**src/design/peer_sequence_filter_keepalive_defines.svh**
```systemverilog
// assertion macros for the peer sequence filter
// used by psfk_table and peer_sequence_filter_keepalive
`ifndef PEER_SEQUENCE_FILTER_KEEPALIVE_DEFINES_SVH
`define PEER_SEQUENCE_FILTER_KEEPALIVE_DEFINES_SVH
`ifndef ASSERT_OFF
`define PSFK_ASSERT_ALWAYS(label, clk, rst, prop, msg) \
  label: assert property (@(posedge clk) disable iff (rst) (prop)) else $error(msg);
`define PSFK_ASSERT_IMPL(label, clk, rst, ante, cons, msg) \
  label: assert property (@(posedge clk) disable iff (rst) (ante) |-> (cons)) else $error(msg);
`define PSFK_ASSERT_NEXT(label, clk, rst, ante, cons, msg) \
  label: assert property (@(posedge clk) disable iff (rst) (ante) |=> (cons)) else $error(msg);
`else
`define PSFK_ASSERT_ALWAYS(label, clk, rst, prop, msg)
`define PSFK_ASSERT_IMPL(label, clk, rst, ante, cons, msg)
`define PSFK_ASSERT_NEXT(label, clk, rst, ante, cons, msg)
`endif
`endif

```
**src/design/psfk_pkg.sv**
```systemverilog
// shared constants, codes and structs for the peer sequence filter
// no dependencies
`default_nettype none

package psfk_pkg;

  localparam int PEERS      = 16;
  localparam int SLOT_W     = (PEERS > 1) ? $clog2(PEERS) : 1;
  localparam int ADDR_W     = 48;
  localparam int SEQ_W      = 16;
  localparam int MSG_W      = 3;
  localparam int BYTE_W     = 8;
  localparam int QUIET_W    = 20;
  localparam int CFG_IDX_W  = 3;
  localparam int CFG_DATA_W = 20;

  localparam logic [ADDR_W-1:0]  ADDR_BCAST = {ADDR_W{1'b1}};
  localparam logic [QUIET_W-1:0] QUIET_MAX  = {QUIET_W{1'b1}};

  localparam logic [QUIET_W-1:0] TIMEOUT_MS_RESET       = 20'd10000;
  localparam logic [SEQ_W-1:0]   WRAP_LAST_MIN_RESET    = 16'd200;
  localparam logic [SEQ_W-1:0]   WRAP_NEW_MAX_RESET     = 16'd50;
  localparam logic [SEQ_W-1:0]   RESTART_LAST_MIN_RESET = 16'd100;
  localparam logic [SEQ_W-1:0]   RESTART_SEQ_MAX_RESET  = 16'd1;

  localparam logic KIND_TICK = 1'b1;

  localparam logic [MSG_W-1:0] MSG_SPEED        = 3'd2;
  localparam logic [MSG_W-1:0] MSG_REGISTRATION = 3'd3;
  localparam logic [MSG_W-1:0] MSG_KEEPALIVE    = 3'd4;

  typedef enum logic [2:0] {
    ST_ACCEPTED    = 3'd0,
    ST_BAD_FRAME   = 3'd1,
    ST_UNSUPPORTED = 3'd2,
    ST_STALE       = 3'd3,
    ST_TICK_QUIET  = 3'd4,
    ST_TIMEOUT     = 3'd5
  } status_t;

  typedef enum logic [CFG_IDX_W-1:0] {
    REG_TIMEOUT_MS       = 3'd0,
    REG_WRAP_LAST_MIN    = 3'd1,
    REG_WRAP_NEW_MAX     = 3'd2,
    REG_RESTART_LAST_MIN = 3'd3,
    REG_RESTART_SEQ_MAX  = 3'd4
  } reg_index_t;

  typedef struct packed {
    logic              hit;
    logic [SLOT_W-1:0] hit_idx;
    logic [SEQ_W-1:0]  last_seq;
    logic              free_found;
    logic [SLOT_W-1:0] free_idx;
  } tbl_lookup_t;

  typedef struct packed {
    logic              clear_all;
    logic              wr_en;
    logic [SLOT_W-1:0] wr_idx;
    logic              wr_addr_en;
    logic [ADDR_W-1:0] wr_addr;
    logic [SEQ_W-1:0]  wr_seq;
  } tbl_write_t;

endpackage

`default_nettype wire

```
**src/design/psfk_if.sv**
```systemverilog
// valid/ready channel interfaces for items and results
// depends on psfk_pkg
`default_nettype none

interface psfk_item_if
  import psfk_pkg::*;
  ();
  logic              valid;
  logic              ready;
  logic              kind;
  logic [ADDR_W-1:0] peer_address;
  logic              frame_ok;
  logic [MSG_W-1:0]  msg_type;
  logic [SEQ_W-1:0]  seq_number;
  logic [BYTE_W-1:0] payload_byte;

  modport source (
    output valid, kind, peer_address, frame_ok, msg_type, seq_number, payload_byte,
    input  ready
  );
  modport sink (
    input  valid, kind, peer_address, frame_ok, msg_type, seq_number, payload_byte,
    output ready
  );
endinterface

interface psfk_result_if
  import psfk_pkg::*;
  ();
  logic              valid;
  logic              ready;
  logic [2:0]        status;
  logic [MSG_W-1:0]  message_type;
  logic [BYTE_W-1:0] payload_value;
  logic              is_registered;
  logic              new_peer;
  logic              table_full;

  modport source (
    output valid, status, message_type, payload_value, is_registered, new_peer, table_full,
    input  ready
  );
  modport sink (
    input  valid, status, message_type, payload_value, is_registered, new_peer, table_full,
    output ready
  );
endinterface

`default_nettype wire

```
**src/design/psfk_table.sv**
```systemverilog
// peer table: flop cam of addresses with last sequence per slot
// depends on psfk_pkg and the assertion macro header
`default_nettype none
`include "peer_sequence_filter_keepalive_defines.svh"

module psfk_table
  import psfk_pkg::*;
(
  input  wire logic              clk,
  input  wire logic              rst,
  input  wire logic [ADDR_W-1:0] lookup_addr,
  input  wire tbl_write_t        wr,
  output tbl_lookup_t            look
);

  logic [PEERS-1:0]  slot_valid;
  logic [PEERS-1:0]  slot_valid_next;
  logic [ADDR_W-1:0] slot_address  [PEERS];
  logic [SEQ_W-1:0]  slot_last_seq [PEERS];
  logic [PEERS-1:0]  match;

  always_comb begin
    for (int i = 0; i < PEERS; i++) begin
      match[i] = slot_valid[i] && (slot_address[i] == lookup_addr);
    end
  end

  always_comb begin
    look.hit        = |match;
    look.hit_idx    = '0;
    look.free_found = ~&slot_valid;
    look.free_idx   = '0;
    for (int i = PEERS - 1; i >= 0; i--) begin
      if (match[i]) begin
        look.hit_idx = SLOT_W'(i);
      end
      if (!slot_valid[i]) begin
        look.free_idx = SLOT_W'(i);
      end
    end
    look.last_seq = slot_last_seq[look.hit_idx];
  end

  always_comb begin
    slot_valid_next = slot_valid;
    if (wr.clear_all) begin
      slot_valid_next = '0;
    end
    if (wr.wr_en && wr.wr_addr_en) begin
      slot_valid_next[wr.wr_idx] = 1'b1;
    end
  end

  always_ff @(posedge clk) begin
    if (rst) begin
      slot_valid <= '0;
    end else begin
      slot_valid <= slot_valid_next;
    end
  end

  always_ff @(posedge clk) begin
    if (wr.wr_en) begin
      slot_last_seq[wr.wr_idx] <= wr.wr_seq;
      if (wr.wr_addr_en) begin
        slot_address[wr.wr_idx] <= wr.wr_addr;
      end
    end
  end

  `PSFK_ASSERT_ALWAYS(a_single_match, clk, rst, $onehot0(match), "peer address in two slots")
  `PSFK_ASSERT_NEXT(a_clear_empties, clk, rst, wr.clear_all && !wr.wr_en, slot_valid == '0, "table not cleared")
  `PSFK_ASSERT_NEXT(a_insert_valid, clk, rst, wr.wr_en && wr.wr_addr_en, slot_valid[$past(wr.wr_idx)], "inserted slot not valid")

endmodule

`default_nettype wire

```
**src/design/peer_sequence_filter_keepalive.sv**
```systemverilog
// top level: receive filter with peer sequence table and keepalive timeout
// depends on psfk_pkg, psfk_if, psfk_table and the assertion macro header
//
//   channel   dir  handshake      contents
//   item      in   valid/ready    kind, peer_address, frame_ok, msg_type, seq_number,
//                                 payload_byte
//   result    out  valid/ready    status, message_type, payload_value, is_registered,
//                                 new_peer, table_full
//   write     in   write_en only  write_index, write_data (register file)
//
// one item per cycle sustained while the result side is ready; an item passes the input
// register, then table lookup and update into the result register
// synchronous reset clears the table valid bits, registered flag, quiet counter and
// loads the register defaults
// a stalled result holds the result register and then the input register
`default_nettype none
`include "peer_sequence_filter_keepalive_defines.svh"

module peer_sequence_filter_keepalive
  import psfk_pkg::*;
(
  input  wire logic                  clk,
  input  wire logic                  rst,
  psfk_item_if.sink                  item,
  psfk_result_if.source              result,
  input  wire logic                  write_en,
  input  wire logic [CFG_IDX_W-1:0]  write_index,
  input  wire logic [CFG_DATA_W-1:0] write_data
);

  // configuration
  logic [QUIET_W-1:0] timeout_ms;
  logic [SEQ_W-1:0]   wrap_last_min;
  logic [SEQ_W-1:0]   wrap_new_max;
  logic [SEQ_W-1:0]   restart_last_min;
  logic [SEQ_W-1:0]   restart_seq_max;

  always_ff @(posedge clk) begin
    if (rst) begin
      timeout_ms       <= TIMEOUT_MS_RESET;
      wrap_last_min    <= WRAP_LAST_MIN_RESET;
      wrap_new_max     <= WRAP_NEW_MAX_RESET;
      restart_last_min <= RESTART_LAST_MIN_RESET;
      restart_seq_max  <= RESTART_SEQ_MAX_RESET;
    end else if (write_en) begin
      unique case (reg_index_t'(write_index))
        REG_TIMEOUT_MS:       timeout_ms       <= write_data[QUIET_W-1:0];
        REG_WRAP_LAST_MIN:    wrap_last_min    <= write_data[SEQ_W-1:0];
        REG_WRAP_NEW_MAX:     wrap_new_max     <= write_data[SEQ_W-1:0];
        REG_RESTART_LAST_MIN: restart_last_min <= write_data[SEQ_W-1:0];
        REG_RESTART_SEQ_MAX:  restart_seq_max  <= write_data[SEQ_W-1:0];
        default: ;
      endcase
    end
  end

  // input register
  logic              s1_valid;
  logic              s1_kind;
  logic [ADDR_W-1:0] s1_addr;
  logic              s1_ok;
  logic [MSG_W-1:0]  s1_type;
  logic [SEQ_W-1:0]  s1_seq;
  logic [BYTE_W-1:0] s1_payload;

  logic out_valid;
  logic adv;
  logic go;
  logic take;

  assign adv        = !out_valid || result.ready;
  assign go         = s1_valid && adv;
  assign item.ready = !s1_valid || adv;
  assign take       = item.valid && item.ready;

  always_ff @(posedge clk) begin
    if (rst) begin
      s1_valid <= 1'b0;
    end else if (take) begin
      s1_valid <= 1'b1;
    end else if (go) begin
      s1_valid <= 1'b0;
    end
  end

  always_ff @(posedge clk) begin
    if (take) begin
      s1_kind    <= item.kind;
      s1_addr    <= item.peer_address;
      s1_ok      <= item.frame_ok;
      s1_type    <= item.msg_type;
      s1_seq     <= item.seq_number;
      s1_payload <= item.payload_byte;
    end
  end

  // link state
  logic               registered;
  logic               registered_next;
  logic [QUIET_W-1:0] quiet_ms;
  logic [QUIET_W-1:0] quiet_ms_next;
  logic [QUIET_W-1:0] quiet_inc;

  tbl_lookup_t look;
  tbl_write_t  tw;
  tbl_write_t  wr;

  psfk_table u_table (
    .clk         (clk),
    .rst         (rst),
    .lookup_addr (s1_addr),
    .wr          (wr),
    .look        (look)
  );

  status_t           st;
  logic [MSG_W-1:0]  mtype;
  logic [BYTE_W-1:0] pval;
  logic              newp;
  logic              full;
  logic              accept;
  logic              seq_newer;

  assign quiet_inc = (quiet_ms == QUIET_MAX) ? quiet_ms : QUIET_W'(quiet_ms + 1'b1);

  assign seq_newer = (s1_seq > look.last_seq)
                  || (look.last_seq > wrap_last_min && s1_seq < wrap_new_max)
                  || (s1_seq <= restart_seq_max && look.last_seq > restart_last_min);

  always_comb begin
    st              = ST_ACCEPTED;
    mtype           = '0;
    pval            = '0;
    newp            = 1'b0;
    full            = 1'b0;
    accept          = 1'b1;
    tw              = '0;
    tw.wr_addr      = s1_addr;
    registered_next = registered;
    quiet_ms_next   = quiet_ms;
    priority if (s1_kind == KIND_TICK) begin
      quiet_ms_next = quiet_inc;
      if (registered && quiet_inc > timeout_ms) begin
        registered_next = 1'b0;
        tw.clear_all    = 1'b1;
        st              = ST_TIMEOUT;
      end else begin
        st = ST_TICK_QUIET;
      end
    end else if (s1_type > MSG_KEEPALIVE) begin
      st = ST_UNSUPPORTED;
    end else if (!s1_ok) begin
      st = ST_BAD_FRAME;
    end else begin
      newp = !look.hit;
      priority if (s1_type == MSG_REGISTRATION) begin
        tw.wr_seq = '0;
        priority if (!registered) begin
          // table restarts, peer lands in the first slot
          tw.clear_all  = 1'b1;
          tw.wr_en      = 1'b1;
          tw.wr_idx     = '0;
          tw.wr_addr_en = 1'b1;
        end else if (look.hit) begin
          tw.wr_en  = 1'b1;
          tw.wr_idx = look.hit_idx;
        end else if (look.free_found) begin
          tw.wr_en      = 1'b1;
          tw.wr_idx     = look.free_idx;
          tw.wr_addr_en = 1'b1;
        end else begin
          full = 1'b1;
        end
      end else if (!look.hit) begin
        tw.wr_seq = s1_seq;
        if (look.free_found) begin
          tw.wr_en      = 1'b1;
          tw.wr_idx     = look.free_idx;
          tw.wr_addr_en = 1'b1;
        end else begin
          full = 1'b1;
        end
      end else begin
        tw.wr_seq = s1_seq;
        tw.wr_idx = look.hit_idx;
        if (seq_newer) begin
          tw.wr_en = 1'b1;
        end else begin
          accept = 1'b0;
        end
      end
      if (!accept) begin
        st = ST_STALE;
      end else begin
        st    = ST_ACCEPTED;
        mtype = s1_type;
        if (s1_type <= MSG_SPEED) begin
          pval = s1_payload;
        end
        if (s1_type == MSG_REGISTRATION || s1_type == MSG_KEEPALIVE
            || s1_addr != ADDR_BCAST) begin
          registered_next = 1'b1;
          quiet_ms_next   = '0;
        end
      end
    end
  end

  always_comb begin
    wr = tw;
    if (!go) begin
      wr.clear_all = 1'b0;
      wr.wr_en     = 1'b0;
    end
  end

  always_ff @(posedge clk) begin
    if (rst) begin
      registered <= 1'b0;
      quiet_ms   <= '0;
    end else if (go) begin
      registered <= registered_next;
      quiet_ms   <= quiet_ms_next;
    end
  end

  // result register
  logic [2:0]        out_status;
  logic [MSG_W-1:0]  out_mtype;
  logic [BYTE_W-1:0] out_pval;
  logic              out_reg;
  logic              out_newp;
  logic              out_full;

  always_ff @(posedge clk) begin
    if (rst) begin
      out_valid <= 1'b0;
    end else if (go) begin
      out_valid <= 1'b1;
    end else if (result.ready) begin
      out_valid <= 1'b0;
    end
  end

  always_ff @(posedge clk) begin
    if (go) begin
      out_status <= st;
      out_mtype  <= mtype;
      out_pval   <= pval;
      out_reg    <= registered_next;
      out_newp   <= newp;
      out_full   <= full;
    end
  end

  assign result.valid         = out_valid;
  assign result.status        = out_status;
  assign result.message_type  = out_mtype;
  assign result.payload_value = out_pval;
  assign result.is_registered = out_reg;
  assign result.new_peer      = out_newp;
  assign result.table_full    = out_full;

  `PSFK_ASSERT_NEXT(a_tick_status, clk, rst, go && s1_kind == KIND_TICK,
    out_status == ST_TICK_QUIET || out_status == ST_TIMEOUT, "tick gave frame status")
  `PSFK_ASSERT_IMPL(a_timeout_drops, clk, rst, out_valid && out_status == ST_TIMEOUT,
    !out_reg, "timeout left link registered")
  `PSFK_ASSERT_NEXT(a_reg_renews, clk, rst,
    go && s1_kind != KIND_TICK && st == ST_ACCEPTED && s1_type == MSG_REGISTRATION,
    registered && quiet_ms == '0, "registration did not renew link")

endmodule

`default_nettype wire

```
**src/flat_wrapper.sv**
```systemverilog
// flat-port wrapper written by rule: the top's interface ports become plain ports
module peer_sequence_filter_keepalive_flat import psfk_pkg::*;
  (clk, rst, write_en, write_index, write_data, item_valid, item_kind, item_peer_address, item_frame_ok, item_msg_type, item_seq_number, item_payload_byte, item_ready, result_valid, result_status, result_message_type, result_payload_value, result_is_registered, result_new_peer, result_table_full, result_ready);
  psfk_item_if item_i ();
  psfk_result_if result_i ();
  input  wire logic clk;
  input  wire logic rst;
  input  wire logic write_en;
  input  wire logic [CFG_IDX_W-1:0] write_index;
  input  wire logic [CFG_DATA_W-1:0] write_data;
  input wire logic [$bits(item_i.valid)-1:0] item_valid;
  input wire logic [$bits(item_i.kind)-1:0] item_kind;
  input wire logic [$bits(item_i.peer_address)-1:0] item_peer_address;
  input wire logic [$bits(item_i.frame_ok)-1:0] item_frame_ok;
  input wire logic [$bits(item_i.msg_type)-1:0] item_msg_type;
  input wire logic [$bits(item_i.seq_number)-1:0] item_seq_number;
  input wire logic [$bits(item_i.payload_byte)-1:0] item_payload_byte;
  output wire logic [$bits(item_i.ready)-1:0] item_ready;
  output wire logic [$bits(result_i.valid)-1:0] result_valid;
  output wire logic [$bits(result_i.status)-1:0] result_status;
  output wire logic [$bits(result_i.message_type)-1:0] result_message_type;
  output wire logic [$bits(result_i.payload_value)-1:0] result_payload_value;
  output wire logic [$bits(result_i.is_registered)-1:0] result_is_registered;
  output wire logic [$bits(result_i.new_peer)-1:0] result_new_peer;
  output wire logic [$bits(result_i.table_full)-1:0] result_table_full;
  input wire logic [$bits(result_i.ready)-1:0] result_ready;
  assign item_i.valid = item_valid;
  assign item_i.kind = item_kind;
  assign item_i.peer_address = item_peer_address;
  assign item_i.frame_ok = item_frame_ok;
  assign item_i.msg_type = item_msg_type;
  assign item_i.seq_number = item_seq_number;
  assign item_i.payload_byte = item_payload_byte;
  assign item_ready = item_i.ready;
  assign result_valid = result_i.valid;
  assign result_status = result_i.status;
  assign result_message_type = result_i.message_type;
  assign result_payload_value = result_i.payload_value;
  assign result_is_registered = result_i.is_registered;
  assign result_new_peer = result_i.new_peer;
  assign result_table_full = result_i.table_full;
  assign result_i.ready = result_ready;
  peer_sequence_filter_keepalive u_core (.clk(clk), .rst(rst), .item(item_i), .result(result_i), .write_en(write_en), .write_index(write_index), .write_data(write_data));
endmodule
```
**config.mk**
```make
export PLATFORM = sky130hd
export DESIGN_NAME = peer_sequence_filter_keepalive_flat
export DESIGN_NICKNAME = d
export VERILOG_FILES = /design/src/design/psfk_pkg.sv /design/src/design/psfk_if.sv /design/src/design/psfk_table.sv /design/src/design/peer_sequence_filter_keepalive.sv /design/src/flat_wrapper.sv
export VERILOG_INCLUDE_DIRS = /design/src /design/src/design
export SDC_FILE = /design/constraint.sdc
export NUM_CORES = 2
export LEC_CHECK = 0
export ABC_CLOCK_PERIOD_IN_PS = 7800
export BUFFER_PORTS_ARGS = -buffer_cell sky130_fd_sc_hd__buf_2
export CORE_MARGIN = 10
export CORE_UTILIZATION = 45
export CTS_CLUSTER_DIAMETER = 100
export DETAILED_ROUTE_END_ITERATION = 16
export HOLD_SLACK_MARGIN = 0.08
export PLACE_DENSITY = 0.63
export SLEW_MARGIN = 20
export SYNTH_ARGS = -nofsm -noshare
export SYNTH_HDL_FRONTEND = slang
export SYNTH_HIERARCHICAL = 1
export SYNTH_SLANG_ARGS = --single-unit
```
**constraint.sdc**
```tcl
create_clock -name clk -period 7.8 [get_ports clk]
set_clock_uncertainty 0.15 [all_clocks]
set_input_delay 0.78 -clock clk [delete_from_list [all_inputs] [get_ports clk]]
set_output_delay 0.78 -clock clk [all_outputs]
set_load 0.005 [all_outputs]
```
==> impl_metrics.env <==
export IMPL_antenna_left=0
export IMPL_drv_cap=0
export IMPL_synth_cell_type_count=77
export IMPL_fin_nets=4510
export IMPL_top_layer_used="met5"
export IMPL_grt_use_total=0.215
export IMPL_synthFlopType="edfxtp_1"
export IMPL_fin_hold_ws_ns=0.114
export IMPL_power_density_nw_per_um2=216
export IMPL_route_detailed_drc=0
export IMPL_maxSlewViolCount=0
export IMPL_cts_root_buffer="clkbuf_16"
export IMPL_final_util=0.534
export IMPL_async_reset_ff_frac=0
export IMPL_setup_viol=0
export IMPL_synth_top_area_frac=0.620
export IMPL_ioPinCount=124
export IMPL_grt_pass1_vias=32500
export IMPL_design_area_sq_um=63900
export IMPL_clockBufferDepth=3
export IMPL_chipHeight_um=367
export IMPL_grt_first_pass_wirelength_mm=217
export IMPL_reg2reg_from="u_core/s1_addr[26]"
export IMPL_vdd_ir_drop_max_v=0.000216
export IMPL_rows=127
export IMPL_reg2regPathDepth=27
export IMPL_tightest_slew_ns=1.14
export IMPL_routed_wl_met3_mm=12.2
export IMPL_status="completed"
export IMPL_post_route_period_util=0.974
export IMPL_die_area_sq_um=135000
export IMPL_syn_avg_cell_area_sq_um=14.1
export IMPL_grt_remaining_overflow=0
export IMPL_cp_startpoint="u_core/s1_addr[26]"
export IMPL_avgViaCountPerCell=5.53
export IMPL_cts_tree="yes"
export IMPL_worst_ep_arrival_time_ns=7.90
export IMPL_core_area_sq_um=120000
export IMPL_p_leak_nw=22.3
export IMPL_synth_largest_area_cell="edfxtp_1"
export IMPL_cts_sinks=1241
export IMPL_place_congestion=0.875
export IMPL_ys_ff_latch=1241
export IMPL_wire_per_inst_um=24.8
export IMPL_r2r_slack_ns=0.20
export IMPL_start_util=0.452
export IMPL_synth_net_count=4057
export IMPL_synth_common_cells="edfxtp_1, xor2_1, xnor2_1"
export IMPL_synth_area_leaders="edfxtp_1, xor2_1, xnor2_1"
export IMPL_required_ns=8.10
export IMPL_ys_seq_area_frac=0.666
export IMPL_die_x_um=367
export IMPL_synth_most_common_cell="edfxtp_1"
export IMPL_dpl_hpwl_mm=98.4
export IMPL_clock_fmax_mhz=132
export IMPL_vias=33300
export IMPL_min_period_ns=7.60
export IMPL_crit_type="flop to flop"
export IMPL_wl_met1_mm=64.6
export IMPL_crit_path_end="u_core/u_table/slot_address[4][31]"
export IMPL_hp_class="primary input to flop"
export IMPL_drtPass1Iterations=5
export IMPL_h_tree_depth=3
export IMPL_wl_mm=149
export IMPL_synth_edf_count=1118
export IMPL_syn_cell_area_sq_um=54100
export IMPL_io_buffers=123
export IMPL_end_kind="flop"
export IMPL_clk_latency_ns=0.72
export IMPL_wl_met2_mm=68.6
export IMPL_antenna_found_initial=12
export IMPL_numCtsBuffers=121
export IMPL_slew_headroom=0.239
export IMPL_r2r_end="u_core/u_table/slot_address[4][31]"
export IMPL_area_delta_synth_final_pct=18.0
export IMPL_synthCells=3852
export IMPL_path_clk_slew_ns=0.06
export IMPL_grt_start_max_net_pins=98
export IMPL_start_kind="flop"
export IMPL_drive_gt1_frac=0.158
export IMPL_cp_max_fo=19
export IMPL_drt_initial_drc_count=3675
export IMPL_hold_viol_final=0
export IMPL_yosysWarningCount=6
export IMPL_dpl_cell_area_sq_um=59300
==> flip-flops by register name, indices dropped and copies added (netlist names), 16 cells and up <==
register                      cells
u_core/wrap_last_min             16
u_core/restart_last_min          16
u_core/u_table/slot_valid        16
u_core/timeout_ms                20
u_core/restart_seq_max           16
u_core/s1_addr                   48
u_core/wrap_new_max              16
u_core/quiet_ms                  20
u_core/s1_seq                    16
u_core/u_table/slot_address     768
u_core/u_table/slot_last_seq    256
==> logic make-up (layout without fill, tap and decap cells) <==
family | Yosys count | in the layout | share of synthesized area
flip-flops | 1241 | 1241 | 0.666
multiplexers | 160 | 160 | 0.0297
AO/OA/AOI/OAI | 398 | 398 | 0.0506
buffers and inverters | 326 | 875 | 0.0287
adder cells (fa/ha/maj) | 100 | 100 | 0.0231
other | 0 | 4 | 0
XOR/XNOR | 723 | 723 | 0.117
AND/OR/NAND/NOR | 904 | 905 | 0.0852
==> how the worst min path moves through the flow <==
stage	start	end	slack (ns)	cells past startpoint
floorplan	u_core/s1_kind	u_core/result.status[2]	0.27	0
global placement	u_core/restart_seq_max[3]	u_core/restart_seq_max[3]	0.29	2
detailed placement	u_core/restart_seq_max[11]	u_core/restart_seq_max[11]	0.30	2
CTS	item_peer_address[41]	u_core/s1_addr[41]	0.08	1
global route	item_peer_address[41]	u_core/s1_addr[41]	0.09	1
finish	item_peer_address[29]	u_core/s1_addr[29]	0.11	1
==> area by class of cell <==
class                      count  area, sq um
clock inverter                62          541
clock buffer                 158         3260
sequential                  1241        36000
timing repair buffer         502         4650
antenna                        4         10.0
tap                         1612         2020
fill                        9745        55800
inverter                     153          574
multi-input combinational   2286        16800
==> cells in the final DEF (no fill, tap or decap), types with 123 or more instances in the layout <==
cell type and count:
edfxtp_1 1118, xor2_1 408, xnor2_1 315, nand2_1 283
buf_4 241, mux2i_1 157, a21oi_1 153, inv_1 147
dfxtp_1 123
==> report_power, final <==
part | leakage [nW] | total (mW) | switching, mW | internal [mW]
Clock | 1.86 | 5.67 | 2.48 | 3.19
Sequential | 10.8 | 7.33 | 0.0508 | 7.28
Combinational | 9.62 | 0.811 | 0.511 | 0.300
==> critical path, cell delays in order (launching register included) <==
cell,delay (ns)
edfxtp_1,0.53
buf_12,0.24
xor2_1,0.17
nor4_1,0.38
nand4_1,0.18
or4_1,0.56
nor3_1,0.60
inv_1,0.14
o211ai_1,0.14
a311o_1,0.29
nor3b_1,0.40
o21ai_0,0.19
and3_1,0.20
o21ai_1,0.13
buf_4,0.15
inv_1,0.04
ha_1,0.28
nand3_1,0.15
nor3_1,0.07
or4_1,0.50
or4_4,0.51
a32oi_4,0.23
a21oi_2,0.12
o311a_4,0.19
and3_1,0.24
nand2_1,0.22
inv_2,0.13
buf_12,0.18
==> stage by stage <==
| step | setup TNS (ns) | cells | setup slack (ns) | total power [mW] |
|---|---|---|---|---|
| 2_1_floorplan | -259.33 | 3852 | -0.537 | 7.86 |
| 3_3_place_gp | -22.36 | 5721 | -0.0884 | 8.23 |
| 3_5_place_dp | -26.11 | 5721 | -0.0983 | 8.24 |
| 4_1_cts | 0 | 6012 | 0.000518 | 13.9 |
| 5_1_grt | -0.519 | 6016 | -0.0200 | 14.2 |
| 6_report | 0 | 6018 | 0.199 | 13.8 |
==> metal layers <==
layer | global-route usage | vias to the layer above
li1 | - | 15100
met1 | 0.301 | 16700
met2 | 0.341 | 1339
met3 | 0.0423 | 223
met4 | 0.0588 | 10
met5 | 0 | -
==> timing repair <==
action / in CTS / in global routing
gates resized for setup: 6 / 9
pin swaps: 1 / 1
endpoints found under the hold margin: 54 / 0
hold buffers: 54 / 0
setup buffers: 16 / 2
endpoints found under the setup margin: 744 / 1044
gates cloned: 1 / 0
Power figures use the tool's default switching activity.
